[src/rtl/core/hogh_pkg.sv]
`default_nettype none

package hogh_pkg;

   // parameter defaults
   localparam int MAX_BINS_DEF      = 20;
   localparam int MAX_CELL_SIDE_DEF = 16;

   // field and port widths
   localparam int MAG_W      = 16;
   localparam int ANG_W      = 16;
   localparam int IDX_W      = 5;
   localparam int VAL_W      = 32;
   localparam int MODE_W     = 3;
   localparam int SIDE_W     = 5;
   localparam int CSR_IDX_W  = 2;
   localparam int CSR_DATA_W = 8;

   // divider and product widths
   localparam int STEPQ_W   = 13;
   localparam int PROD_W    = 29;
   localparam int DVD_W     = 16;
   localparam int DIV_CNT_W = 5;
   localparam int ANG_Q_W   = 5;

   localparam logic [ANG_W-1:0] ANGLE_MAX = 16'd46080;

   // register indexes
   localparam logic [CSR_IDX_W-1:0] REG_BIN_MODE  = 2'd0;
   localparam logic [CSR_IDX_W-1:0] REG_CELL_SIDE = 2'd1;

   localparam logic [MODE_W-1:0] BIN_MODE_RST  = 3'd0;
   localparam logic [SIDE_W-1:0] CELL_SIDE_RST = 5'd8;

   // bin count codes
   localparam logic [MODE_W-1:0] MODE_B9  = 3'd0;
   localparam logic [MODE_W-1:0] MODE_B10 = 3'd1;
   localparam logic [MODE_W-1:0] MODE_B12 = 3'd2;
   localparam logic [MODE_W-1:0] MODE_B15 = 3'd3;
   localparam logic [MODE_W-1:0] MODE_B18 = 3'd4;
   localparam logic [MODE_W-1:0] MODE_B20 = 3'd5;

   function automatic logic [IDX_W-1:0] mode_bins(input logic [MODE_W-1:0] mode);
      logic [IDX_W-1:0] nb;
      case (mode)
         MODE_B9:  nb = 5'd9;
         MODE_B10: nb = 5'd10;
         MODE_B12: nb = 5'd12;
         MODE_B15: nb = 5'd15;
         MODE_B18: nb = 5'd18;
         MODE_B20: nb = 5'd20;
         default:  nb = 5'd9;
      endcase
      return nb;
   endfunction

   // bin width in degrees, Q8.8
   function automatic logic [STEPQ_W-1:0] mode_stepq(input logic [MODE_W-1:0] mode);
      logic [STEPQ_W-1:0] sq;
      case (mode)
         MODE_B9:  sq = 13'd5120;
         MODE_B10: sq = 13'd4608;
         MODE_B12: sq = 13'd3840;
         MODE_B15: sq = 13'd3072;
         MODE_B18: sq = 13'd2560;
         MODE_B20: sq = 13'd2304;
         default:  sq = 13'd5120;
      endcase
      return sq;
   endfunction

   typedef struct packed {
      logic accept;
      logic div_a_start;
      logic take_idx;
      logic mul;
      logic rd_pix;
      logic div_h_start;
      logic wr_lo;
      logic wr_hi;
      logic emit_rd;
      logic emit_ld;
      logic clear_all;
   } dp_cmd_type;

   typedef struct packed {
      logic div_done;
      logic cell_done;
      logic last_k;
      logic out_free;
   } dp_sts_type;

endpackage

`default_nettype wire

[src/rtl/core/hogh_div.sv]
`default_nettype none

// shared restoring divider, one quotient bit per cycle
module hogh_div (
   input  wire logic                             clock,
   input  wire logic                             reset,
   input  wire logic                             start,
   input  wire logic [hogh_pkg::DIV_CNT_W-1:0]   steps,
   input  wire logic [hogh_pkg::STEPQ_W-1:0]     rem_init,
   input  wire logic [hogh_pkg::DVD_W-1:0]       dvd_init,
   input  wire logic [hogh_pkg::STEPQ_W-1:0]     divisor,
   output logic                                  done,
   output logic [hogh_pkg::DVD_W-1:0]            quot,
   output logic [hogh_pkg::STEPQ_W-1:0]          rem
);

   logic                               busy_ff, busy_in;
   logic                               done_ff, done_in;
   logic [hogh_pkg::DIV_CNT_W-1:0]     cnt_ff, cnt_in;
   logic [hogh_pkg::STEPQ_W-1:0]       rem_ff, rem_in;
   logic [hogh_pkg::DVD_W-1:0]         dvd_ff, dvd_in;
   logic [hogh_pkg::STEPQ_W-1:0]       dsr_ff, dsr_in;
   logic [hogh_pkg::STEPQ_W:0]         shifted;
   logic [hogh_pkg::STEPQ_W:0]         diff;
   logic                               ge;

   assign shifted = {rem_ff, dvd_ff[hogh_pkg::DVD_W-1]};
   assign ge      = shifted >= {1'b0, dsr_ff};
   assign diff    = shifted - {1'b0, dsr_ff};

   always_comb begin
      busy_in = busy_ff;
      done_in = 1'b0;
      cnt_in  = cnt_ff;
      rem_in  = rem_ff;
      dvd_in  = dvd_ff;
      dsr_in  = dsr_ff;
      if (start) begin
         busy_in = 1'b1;
         cnt_in  = steps;
         rem_in  = rem_init;
         dvd_in  = dvd_init;
         dsr_in  = divisor;
      end else if (busy_ff) begin
         rem_in = ge ? diff[hogh_pkg::STEPQ_W-1:0] : shifted[hogh_pkg::STEPQ_W-1:0];
         dvd_in = {dvd_ff[hogh_pkg::DVD_W-2:0], ge};
         cnt_in = cnt_ff - 1'b1;
         if (cnt_ff == hogh_pkg::DIV_CNT_W'(1)) begin
            busy_in = 1'b0;
            done_in = 1'b1;
         end
      end
   end

   always_ff @(posedge clock) begin
      if (reset) begin
         busy_ff <= 1'b0;
         done_ff <= 1'b0;
         cnt_ff  <= '0;
      end else begin
         busy_ff <= busy_in;
         done_ff <= done_in;
         cnt_ff  <= cnt_in;
      end
      rem_ff <= rem_in;
      dvd_ff <= dvd_in;
      dsr_ff <= dsr_in;
   end

   assign done = done_ff;
   assign quot = dvd_ff;
   assign rem  = rem_ff;

endmodule

`default_nettype wire

[src/rtl/core/hogh_dp.sv]
`default_nettype none

module hogh_dp #(
   parameter int MAX_BINS      = hogh_pkg::MAX_BINS_DEF,
   parameter int MAX_CELL_SIDE = hogh_pkg::MAX_CELL_SIDE_DEF
) (
   input  wire logic                               clock,
   input  wire logic                               reset,
   input  wire hogh_pkg::dp_cmd_type               cmd,
   output hogh_pkg::dp_sts_type                    sts,
   input  wire logic [hogh_pkg::MAG_W-1:0]         req_magnitude,
   input  wire logic [hogh_pkg::ANG_W-1:0]         req_angle,
   input  wire logic                               csr_wr,
   input  wire logic [hogh_pkg::CSR_IDX_W-1:0]     csr_index,
   input  wire logic [hogh_pkg::CSR_DATA_W-1:0]    csr_wdata,
   input  wire logic                               rsp_ready,
   output logic                                    rsp_valid,
   output logic [hogh_pkg::IDX_W-1:0]              rsp_bin_index,
   output logic [hogh_pkg::VAL_W-1:0]              rsp_bin_value,
   output logic                                    rsp_last_bin
);

   localparam int ADDR_W = $clog2(MAX_BINS);
   localparam int CNT_W  = $clog2(MAX_CELL_SIDE * MAX_CELL_SIDE + 1);
   localparam logic [hogh_pkg::IDX_W-1:0]  MAX_BINS_V = hogh_pkg::IDX_W'(MAX_BINS);
   localparam logic [hogh_pkg::SIDE_W-1:0] MAX_SIDE_V = hogh_pkg::SIDE_W'(MAX_CELL_SIDE);

   // configuration
   logic [hogh_pkg::MODE_W-1:0]   bin_mode_ff, bin_mode_in;
   logic [hogh_pkg::SIDE_W-1:0]   cell_side_ff, cell_side_in;

   // per pixel
   logic [hogh_pkg::MAG_W-1:0]    mag_ff;
   logic [hogh_pkg::ANG_W-1:0]    ang_ff, ang_in;
   logic [hogh_pkg::IDX_W-1:0]    nb_ff, nb_in;
   logic [hogh_pkg::STEPQ_W-1:0]  stepq_ff, stepq_in;
   logic [CNT_W-1:0]              target_ff, target_in;
   logic [hogh_pkg::MODE_W-1:0]   mode_eff;
   logic [hogh_pkg::SIDE_W-1:0]   side_c;

   logic [ADDR_W-1:0]             idx_ff, nxt_ff;
   logic [hogh_pkg::STEPQ_W-1:0]  rem_ff;
   logic [hogh_pkg::IDX_W-1:0]    q_idx, idx5, nxt5, idx_p1;
   logic                          in_range;
   logic [hogh_pkg::PROD_W-1:0]   prod_ff, numer;

   // divider hookup
   logic                          div_start, div_done;
   logic [hogh_pkg::DIV_CNT_W-1:0] div_steps;
   logic [hogh_pkg::STEPQ_W-1:0]  div_rem_init, div_rem;
   logic [hogh_pkg::DVD_W-1:0]    div_dvd_init, div_quot;

   // bin store
   logic [hogh_pkg::VAL_W-1:0]    mem_ff [MAX_BINS];
   logic [MAX_BINS-1:0]           vld_ff, vld_in;
   logic [hogh_pkg::VAL_W-1:0]    rda_ff, rdb_ff, rda_val, rdb_val;
   logic                          rda_vld_ff, rdb_vld_ff;
   logic [ADDR_W-1:0]             rda_addr, wr_addr;
   logic                          rda_en, wr_en;
   logic [hogh_pkg::MAG_W-1:0]    hi, lo, addend;
   logic [hogh_pkg::VAL_W-1:0]    base, wr_data;
   logic [hogh_pkg::VAL_W:0]      sum;

   // cell and emission
   logic [CNT_W-1:0]              cnt_ff, cnt_in, cnt_p1;
   logic [ADDR_W-1:0]             k_ff, k_in;
   logic [hogh_pkg::IDX_W-1:0]    k5;
   logic                          rsp_valid_ff, rsp_valid_in;
   logic [hogh_pkg::IDX_W-1:0]    rsp_idx_ff;
   logic [hogh_pkg::VAL_W-1:0]    rsp_val_ff;
   logic                          rsp_last_ff;

   // configuration writes
   always_comb begin
      bin_mode_in  = bin_mode_ff;
      cell_side_in = cell_side_ff;
      if (csr_wr) begin
         case (csr_index)
            hogh_pkg::REG_BIN_MODE:  bin_mode_in  = csr_wdata[hogh_pkg::MODE_W-1:0];
            hogh_pkg::REG_CELL_SIDE: cell_side_in = csr_wdata[hogh_pkg::SIDE_W-1:0];
            default: ;
         endcase
      end
   end

   // settings captured with each pixel
   always_comb begin
      if (bin_mode_ff > hogh_pkg::MODE_B20 ||
          hogh_pkg::mode_bins(bin_mode_ff) > MAX_BINS_V) begin
         mode_eff = hogh_pkg::MODE_B9;
      end else begin
         mode_eff = bin_mode_ff;
      end
      if (cell_side_ff == '0) begin
         side_c = hogh_pkg::SIDE_W'(1);
      end else if (cell_side_ff > MAX_SIDE_V) begin
         side_c = MAX_SIDE_V;
      end else begin
         side_c = cell_side_ff;
      end
      nb_in     = hogh_pkg::mode_bins(mode_eff);
      stepq_in  = hogh_pkg::mode_stepq(mode_eff);
      target_in = CNT_W'(side_c) * CNT_W'(side_c);
      ang_in    = (req_angle > hogh_pkg::ANGLE_MAX) ? hogh_pkg::ANGLE_MAX : req_angle;
   end

   // divider operands: bin search first, then the upper share
   assign numer     = prod_ff + hogh_pkg::PROD_W'(stepq_ff >> 1);
   assign div_start = cmd.div_a_start | cmd.div_h_start;

   always_comb begin
      if (cmd.div_a_start) begin
         div_steps    = hogh_pkg::DIV_CNT_W'(hogh_pkg::ANG_Q_W);
         div_rem_init = hogh_pkg::STEPQ_W'(ang_ff[hogh_pkg::ANG_W-1:hogh_pkg::ANG_Q_W]);
         div_dvd_init = ang_ff << (hogh_pkg::ANG_W - hogh_pkg::ANG_Q_W);
      end else begin
         div_steps    = hogh_pkg::DIV_CNT_W'(hogh_pkg::DVD_W);
         div_rem_init = numer[hogh_pkg::PROD_W-1:hogh_pkg::DVD_W];
         div_dvd_init = numer[hogh_pkg::DVD_W-1:0];
      end
   end

   hogh_div u_div (
      .clock    (clock),
      .reset    (reset),
      .start    (div_start),
      .steps    (div_steps),
      .rem_init (div_rem_init),
      .dvd_init (div_dvd_init),
      .divisor  (stepq_ff),
      .done     (div_done),
      .quot     (div_quot),
      .rem      (div_rem)
   );

   // bin pair; the 180 degree case folds onto bin 0
   always_comb begin
      q_idx    = div_quot[hogh_pkg::ANG_Q_W-1:0];
      in_range = q_idx < nb_ff;
      idx5     = in_range ? q_idx : '0;
      idx_p1   = idx5 + 1'b1;
      nxt5     = (idx_p1 >= nb_ff) ? '0 : idx_p1;
   end

   // bin store access
   assign rda_en   = cmd.rd_pix | cmd.emit_rd;
   assign rda_addr = cmd.emit_rd ? k_ff : idx_ff;
   assign rda_val  = rda_vld_ff ? rda_ff : '0;
   assign rdb_val  = rdb_vld_ff ? rdb_ff : '0;

   assign hi      = div_quot;
   assign lo      = mag_ff - hi;
   assign wr_en   = cmd.wr_lo | cmd.wr_hi;
   assign wr_addr = cmd.wr_lo ? idx_ff : nxt_ff;
   assign addend  = cmd.wr_lo ? lo : hi;
   assign base    = cmd.wr_lo ? rda_val : rdb_val;
   assign sum     = {1'b0, base} + (hogh_pkg::VAL_W + 1)'(addend);
   assign wr_data = sum[hogh_pkg::VAL_W] ? '1 : sum[hogh_pkg::VAL_W-1:0];

   always_comb begin
      vld_in = vld_ff;
      if (cmd.clear_all) begin
         vld_in = '0;
      end else if (wr_en) begin
         vld_in[wr_addr] = 1'b1;
      end
   end

   always_ff @(posedge clock) begin
      if (wr_en) begin
         mem_ff[wr_addr] <= wr_data;
      end
      if (rda_en) begin
         rda_ff     <= mem_ff[rda_addr];
         rda_vld_ff <= vld_ff[rda_addr];
      end
      if (cmd.rd_pix) begin
         rdb_ff     <= mem_ff[nxt_ff];
         rdb_vld_ff <= vld_ff[nxt_ff];
      end
   end

   // pixel count and emission
   assign cnt_p1 = cnt_ff + 1'b1;
   assign k5     = hogh_pkg::IDX_W'(k_ff);

   always_comb begin
      cnt_in = cnt_ff;
      k_in   = k_ff;
      if (cmd.wr_hi) begin
         cnt_in = (cnt_p1 >= target_ff) ? '0 : cnt_p1;
         k_in   = '0;
      end else if (cmd.emit_ld) begin
         k_in = k_ff + 1'b1;
      end
      rsp_valid_in = rsp_valid_ff;
      if (cmd.emit_ld) begin
         rsp_valid_in = 1'b1;
      end else if (rsp_ready) begin
         rsp_valid_in = 1'b0;
      end
   end

   always_ff @(posedge clock) begin
      if (reset) begin
         bin_mode_ff  <= hogh_pkg::BIN_MODE_RST;
         cell_side_ff <= hogh_pkg::CELL_SIDE_RST;
         vld_ff       <= '0;
         cnt_ff       <= '0;
         k_ff         <= '0;
         rsp_valid_ff <= 1'b0;
      end else begin
         bin_mode_ff  <= bin_mode_in;
         cell_side_ff <= cell_side_in;
         vld_ff       <= vld_in;
         cnt_ff       <= cnt_in;
         k_ff         <= k_in;
         rsp_valid_ff <= rsp_valid_in;
      end
      if (cmd.accept) begin
         mag_ff    <= req_magnitude;
         ang_ff    <= ang_in;
         nb_ff     <= nb_in;
         stepq_ff  <= stepq_in;
         target_ff <= target_in;
      end
      if (cmd.take_idx) begin
         idx_ff <= idx5[ADDR_W-1:0];
         nxt_ff <= nxt5[ADDR_W-1:0];
         rem_ff <= in_range ? div_rem : '0;
      end
      if (cmd.mul) begin
         prod_ff <= hogh_pkg::PROD_W'(mag_ff) * hogh_pkg::PROD_W'(rem_ff);
      end
      if (cmd.emit_ld) begin
         rsp_idx_ff  <= k5;
         rsp_val_ff  <= rda_val;
         rsp_last_ff <= sts.last_k;
      end
   end

   always_comb begin
      sts.div_done  = div_done;
      sts.cell_done = cnt_p1 >= target_ff;
      sts.last_k    = k5 == (nb_ff - 1'b1);
      sts.out_free  = !rsp_valid_ff || rsp_ready;
   end

   assign rsp_valid     = rsp_valid_ff;
   assign rsp_bin_index = rsp_idx_ff;
   assign rsp_bin_value = rsp_val_ff;
   assign rsp_last_bin  = rsp_last_ff;

endmodule

`default_nettype wire

[src/rtl/core/hogh_ctrl.sv]
`default_nettype none

module hogh_ctrl (
   input  wire logic                   clock,
   input  wire logic                   reset,
   input  wire logic                   req_valid,
   output logic                        req_ready,
   input  wire hogh_pkg::dp_sts_type   sts,
   output hogh_pkg::dp_cmd_type        cmd
);

   typedef enum logic [9:0] {
      S_IDLE   = 10'b00_0000_0001,
      S_ASTART = 10'b00_0000_0010,
      S_AWAIT  = 10'b00_0000_0100,
      S_MUL    = 10'b00_0000_1000,
      S_HSTART = 10'b00_0001_0000,
      S_HWAIT  = 10'b00_0010_0000,
      S_WLO    = 10'b00_0100_0000,
      S_WHI    = 10'b00_1000_0000,
      S_ERD    = 10'b01_0000_0000,
      S_ELD    = 10'b10_0000_0000
   } state_type;

   state_type state_ff, state_in;

   assign req_ready = state_ff == S_IDLE;

   always_comb begin
      cmd      = '0;
      state_in = state_ff;
      case (state_ff)
         S_IDLE: begin
            if (req_valid) begin
               cmd.accept = 1'b1;
               state_in   = S_ASTART;
            end
         end
         S_ASTART: begin
            cmd.div_a_start = 1'b1;
            state_in        = S_AWAIT;
         end
         S_AWAIT: begin
            if (sts.div_done) begin
               cmd.take_idx = 1'b1;
               state_in     = S_MUL;
            end
         end
         S_MUL: begin
            cmd.mul    = 1'b1;
            cmd.rd_pix = 1'b1;
            state_in   = S_HSTART;
         end
         S_HSTART: begin
            cmd.div_h_start = 1'b1;
            state_in        = S_HWAIT;
         end
         S_HWAIT: begin
            if (sts.div_done) begin
               state_in = S_WLO;
            end
         end
         S_WLO: begin
            cmd.wr_lo = 1'b1;
            state_in  = S_WHI;
         end
         S_WHI: begin
            cmd.wr_hi = 1'b1;
            state_in  = sts.cell_done ? S_ERD : S_IDLE;
         end
         S_ERD: begin
            cmd.emit_rd = 1'b1;
            state_in    = S_ELD;
         end
         S_ELD: begin
            if (sts.out_free) begin
               cmd.emit_ld = 1'b1;
               if (sts.last_k) begin
                  cmd.clear_all = 1'b1;
                  state_in      = S_IDLE;
               end else begin
                  state_in = S_ERD;
               end
            end
         end
         default: begin
            state_in = S_IDLE;
         end
      endcase
   end

   always_ff @(posedge clock) begin
      if (reset) begin
         state_ff <= S_IDLE;
      end else begin
         state_ff <= state_in;
      end
   end

endmodule

`default_nettype wire

[src/rtl/core/hog_cell_histogram.sv]
//  channel  | direction | handshake             | payload
//  ---------+-----------+-----------------------+-------------------------------------
//  req      | in        | req_valid / req_ready | req_magnitude, req_angle
//  rsp      | out       | rsp_valid / rsp_ready | rsp_bin_index, rsp_bin_value, rsp_last_bin
//  csr      | in        | csr_valid / csr_ready | csr_index, csr_wdata
//
//  one pixel is worked on from acceptance to the next free req_ready, using the shared
//  divider twice: first for the bin search, then for the rounded upper share
//  a completed cell then streams its bins one at a time through one bin store read port,
//  each read and then loaded into the output register, slower when rsp_ready is held low
//  synchronous active high reset clears the histogram, the pixel count and the registers
//  the last bin of a cell sits in the output register while the next pixel is worked on
//  csr_ready is always high; the user writes registers only between pixels, unenforced by the block

`default_nettype none

module hog_cell_histogram #(
   parameter int MAX_BINS      = hogh_pkg::MAX_BINS_DEF,
   parameter int MAX_CELL_SIDE = hogh_pkg::MAX_CELL_SIDE_DEF
) (
   input  wire logic                               clock,
   input  wire logic                               reset,
   // pixel transactions
   input  wire logic                               req_valid,
   output logic                                    req_ready,
   input  wire logic [hogh_pkg::MAG_W-1:0]         req_magnitude,
   input  wire logic [hogh_pkg::ANG_W-1:0]         req_angle,
   // bin transactions
   output logic                                    rsp_valid,
   input  wire logic                               rsp_ready,
   output logic [hogh_pkg::IDX_W-1:0]              rsp_bin_index,
   output logic [hogh_pkg::VAL_W-1:0]              rsp_bin_value,
   output logic                                    rsp_last_bin,
   // register writes
   input  wire logic                               csr_valid,
   output logic                                    csr_ready,
   input  wire logic [hogh_pkg::CSR_IDX_W-1:0]     csr_index,
   input  wire logic [hogh_pkg::CSR_DATA_W-1:0]    csr_wdata
);

   hogh_pkg::dp_cmd_type cmd;
   hogh_pkg::dp_sts_type sts;

   // register port never stalls
   assign csr_ready = 1'b1;

   // sequencer: pixel steps, then bin emission and clear
   hogh_ctrl u_ctrl (
      .clock     (clock),
      .reset     (reset),
      .req_valid (req_valid),
      .req_ready (req_ready),
      .sts       (sts),
      .cmd       (cmd)
   );

   // divider, multiplier, bin store and output register
   hogh_dp #(
      .MAX_BINS      (MAX_BINS),
      .MAX_CELL_SIDE (MAX_CELL_SIDE)
   ) u_dp (
      .clock         (clock),
      .reset         (reset),
      .cmd           (cmd),
      .sts           (sts),
      .req_magnitude (req_magnitude),
      .req_angle     (req_angle),
      .csr_wr        (csr_valid & csr_ready),
      .csr_index     (csr_index),
      .csr_wdata     (csr_wdata),
      .rsp_ready     (rsp_ready),
      .rsp_valid     (rsp_valid),
      .rsp_bin_index (rsp_bin_index),
      .rsp_bin_value (rsp_bin_value),
      .rsp_last_bin  (rsp_last_bin)
   );

endmodule

`default_nettype wire

[config.mk]
export PLATFORM = sky130hd
export DESIGN_NAME = hog_cell_histogram
export DESIGN_NICKNAME = d
export VERILOG_FILES = /design/src/rtl/core/hogh_pkg.sv /design/src/rtl/core/hogh_div.sv /design/src/rtl/core/hogh_dp.sv /design/src/rtl/core/hogh_ctrl.sv /design/src/rtl/core/hog_cell_histogram.sv
export SDC_FILE = /design/constraint.sdc
export NUM_CORES = 2
export LEC_CHECK = 0
export ABC_CLOCK_PERIOD_IN_PS = 6700
export BUFFER_PORTS_ARGS = -buffer_cell sky130_fd_sc_hd__buf_2
export CORE_ASPECT_RATIO = 1.75
export CORE_MARGIN = 2
export CORE_UTILIZATION = 64
export DETAILED_ROUTE_END_ITERATION = 10
export GPL_TIMING_DRIVEN = 0
export PLACE_DENSITY_LB_ADDON = 0.08
export RECOVER_POWER = 25
export SYNTH_ARGS = -nofsm -noshare
export SYNTH_HDL_FRONTEND = slang
export SYNTH_HIERARCHICAL = 1
export SYNTH_SLANG_ARGS = --single-unit
[constraint.sdc]
create_clock -name clock -period 6.7 [get_ports clock]
set_input_delay 0.67 -clock clock [delete_from_list [all_inputs] [get_ports clock]]
set_output_delay 0.67 -clock clock [all_outputs]
set_load 0.01 [all_outputs]
==> flow_metrics.env <==
export IMPL_status="finished with violations"
export IMPL_violations="capacitance limit, slew limit"
export IMPL_max_slew_margin_pct=-60.6
export IMPL_cts_sinks=948
export IMPL_hold_viol_final=0
export IMPL_cts_tree="done"
export IMPL_stdcell_count=4942
export IMPL_drt_wl_total_um=159000
export IMPL_yosysWarnings=6
export IMPL_arrival_ns=7.21
export IMPL_routabilityCongestion=0.947
export IMPL_path_class="flop to flop"
export IMPL_rows=138
export IMPL_drt_iter0_markers=4186
export IMPL_peakVddDrop_mv=0.360
export IMPL_grt_total_usage_pct=38.8
export IMPL_drc=0
export IMPL_maxSlewViolCount=187
export IMPL_vias=34500
export IMPL_layout_common_cells="edfxtp_1 (888), mux4_2 (363), inv_1 (290)"
export IMPL_final_layout_size_suffix_gt1_share_pct=19.2
export IMPL_grt_pass1_vias=35900
export IMPL_fin_crit_ns=6.67
export IMPL_io_pins=88
export IMPL_firstDrtPassIters=6
export IMPL_core_mm2=0.0808
export IMPL_viasPerCell=6.97
export IMPL_syn_inst=3597
export IMPL_start_kind="flop"
export IMPL_initial_utilization_pct=64.6
export IMPL_synth_ff_latch_count=948
export IMPL_die_w_um=220
export IMPL_crit_path_end_kind="flop"
export IMPL_synth_cell_types=83
export IMPL_grt_start_max_net_pins=34
export IMPL_worstPathMaxFanout=17
export IMPL_clock_latency_ns=0.73
export IMPL_hp_class="primary input to flop"
export IMPL_layout_worst_path_cycle_share_pct=99.5
export IMPL_antenna_found_initial=3
export IMPL_drv_cap=8
export IMPL_setup_tns_ns=0
export IMPL_final_nets=4183
export IMPL_synth_edf_count=888
export IMPL_layout_commonest_cell="edfxtp_1"
export IMPL_design_area_mm2=0.0578
export IMPL_die_area_mm2=0.0840
export IMPL_wl_per_cell_um=32.1
export IMPL_cts_reportedPaths_clkPinSlew_ns=0.07
export IMPL_syn_area_per_cell_um2=14.5
export IMPL_fmax_ghz=0.150
export IMPL_synthArstFlopShare_pct=0
export IMPL_clockRootBuffer="clkbuf_16"
export IMPL_htree_levels=3
export IMPL_synth_ff_type="edfxtp_1"
export IMPL_grt_pass1_wl_um=231000
export IMPL_overflow=0
export IMPL_worst_slew_pin_slew_ns=2.40
export IMPL_rsz0062_at_grt="true"
export IMPL_place_hpwl_um=116000
export IMPL_die_h_um=382
export IMPL_dp_cells=4771
export IMPL_power_density_mw_per_mm2=305
export IMPL_port_buffers=83
export IMPL_area_growth_pct=10.6
export IMPL_leakagePower_nw=20.8
export IMPL_postRouteAntennaNets=0
export IMPL_numCtsBuffers=85
export IMPL_cts_buffer_depth=3
export IMPL_postCtsHoldBufs=0
export IMPL_skew_ns=0.0740
export IMPL_ys_seq_area_share_pct=53.4
export IMPL_cp_data_required_time_ns=7.24
export IMPL_place_area_mm2=0.0547
export IMPL_syn_area_mm2=0.0522
export IMPL_setup_viol=0
-- final timing paths --
kind | from | end | slack, ns | depth (start not counted)
min | req_magnitude[1] | u_dp/mag_ff[1] | 0.15 | 1
min reg2reg | u_dp/vld_ff[13] | u_dp/vld_ff[13] | 0.50 | 1
max | u_dp/rda_vld_ff | u_dp/mem_ff[14][27] | 0.03 | 17
max reg2reg | u_dp/rda_vld_ff | u_dp/mem_ff[14][27] | 0.03 | 17
-- per-stage QoR --
stage | power, mW | hold WS, ns | utilization (%) | setup slack [ns]
3_3_place_gp | 12.5 | 0.460 | 66.8 | -1.82
2_1_floorplan | 10.6 | 0.433 | - | 0.979
6_report | 17.6 | 0.153 | 71.5 | 0.0344
4_1_cts | 17.5 | 0.123 | 71.5 | 0.0333
5_1_grt | 18.4 | 0.145 | 71.5 | -0.0124
3_5_place_dp | 12.6 | 0.490 | 67.7 | -1.92
-- critical path, stage by stage (launching register included) --
cell and delay [ns]:
edfxtp_1 0.36, clkbuf_1 0.43, clkbuf_1 0.95, clkbuf_1 0.87, and2_0 0.36, a22o_1 0.17
ha_1 0.16, inv_1 0.05, fa_1 0.41, nand2b_1 0.19, a211oi_1 0.46, o211ai_1 0.33
o21a_1 0.35, or3_1 0.36, buf_2 0.21, buf_6 0.23, o21ai_1 0.25, buf_4 0.30
-- sequential cells by signal, indices dropped and copies added, names as in the netlist, 10 cells and up --
register and flops:
u_dp/u_div/rem 13, u_dp/vld_ff 20, u_dp/prod_ff 29, u_dp/ang_ff 16, u_dp/u_div/dsr_ff 13, u_dp/rda_ff 32, u_dp/mem_ff 640, u_dp/rem_ff 13
u_dp/rdb_ff 32, u_dp/mag_ff 16, u_dp/u_div/quot 16, u_ctrl/state_ff 10, u_dp/rsp_bin_value 32
-- per-layer routing --
| layer | GRT usage (%) | wire length [um] | up-vias |
|---|---|---|---|
| li1 | - | - | 14000 |
| met4 | 31.6 | 16500 | 2 |
| met3 | 7.09 | 13300 | 798 |
| met2 | 65.9 | 80400 | 2372 |
| met5 | 0 | 22 | - |
| met1 | 41.9 | 48300 | 17300 |
-- what timing repair did --
action                                  CTS  global route
cloned                                    3             0
hold endpoints to repair                  0             0
buffers inserted                          2            10
resized for setup                        47            42
endpoints found under the setup margin  648           184
pin swaps                                 1             1
-- where the power goes --
group          internal (mW)  leakage (nW)  switching [mW]
sequential              6.83          8.61           0.103
clock                   2.65          1.36            2.27
combinational           1.99          10.8            3.76
total                   11.5          20.8            6.13
-- kinds of logic (layout without fill, tap and decap cells) --
family	count (synthesis)	in the layout	synth area share, %
DFF	948	948	53.4
muxes	473	474	17.9
buffers and inverters	488	767	3.65
and+or+nand+nor	802	802	7.89
other	3	16	0.0216
adders and majority gates	316	316	9.89
xor gates and xnor gates	109	109	1.83
AOI/OAI and AO/OA	458	460	5.46
-- cell type report --
type                       count  area [um2]
tap                         1050        1310
antenna                        2        5.00
multi-input combinational   2175       22900
buffer                       193         825
clock inverter                54         552
timing repair buffer         125        1010
fill                        5252       23000
sequential                   948       27900
inverter                     292        1100
clock buffer                 103        2230
-- synth_stat cells, drive strengths merged (5+ instances only) --
cell type / n / area share (%)
nand4: 10 / 0.12
edfxtp: 888 / 51
dfxtp: 60 / 2.3
buf: 57 / 0.55
or3: 10 / 0.13
xor2: 48 / 0.81
or2: 7 / 0.084
a22o: 29 / 0.49
o211ai: 7 / 0.10
a22oi: 6 / 0.086
nor4: 15 / 0.19
nand2: 274 / 2.0
mux2: 55 / 1.2
o311ai: 6 / 0.10
mux2i: 55 / 1.1
a211oi: 11 / 0.17
a21o: 31 / 0.45
ha: 155 / 3.7
nor2b: 31 / 0.37
a21oi: 164 / 1.6
nor4b: 8 / 0.15
nand3: 41 / 0.40
a31oi: 16 / 0.19
xnor2: 61 / 1.0
nor3: 27 / 0.26
nor3b: 5 / 0.072
and4: 8 / 0.13
nor2: 118 / 0.85
and2: 168 / 2.0
fa: 161 / 6.2
o21bai: 12 / 0.17
mux4: 363 / 16
o21a: 29 / 0.42
and3: 19 / 0.23
o21ai: 107 / 1.0
nand3b: 18 / 0.26
clkbuf: 139 / 1.0
nand2b: 22 / 0.26
inv: 291 / 2.1
No activity file was read; power rests on OpenSTA's default activity.
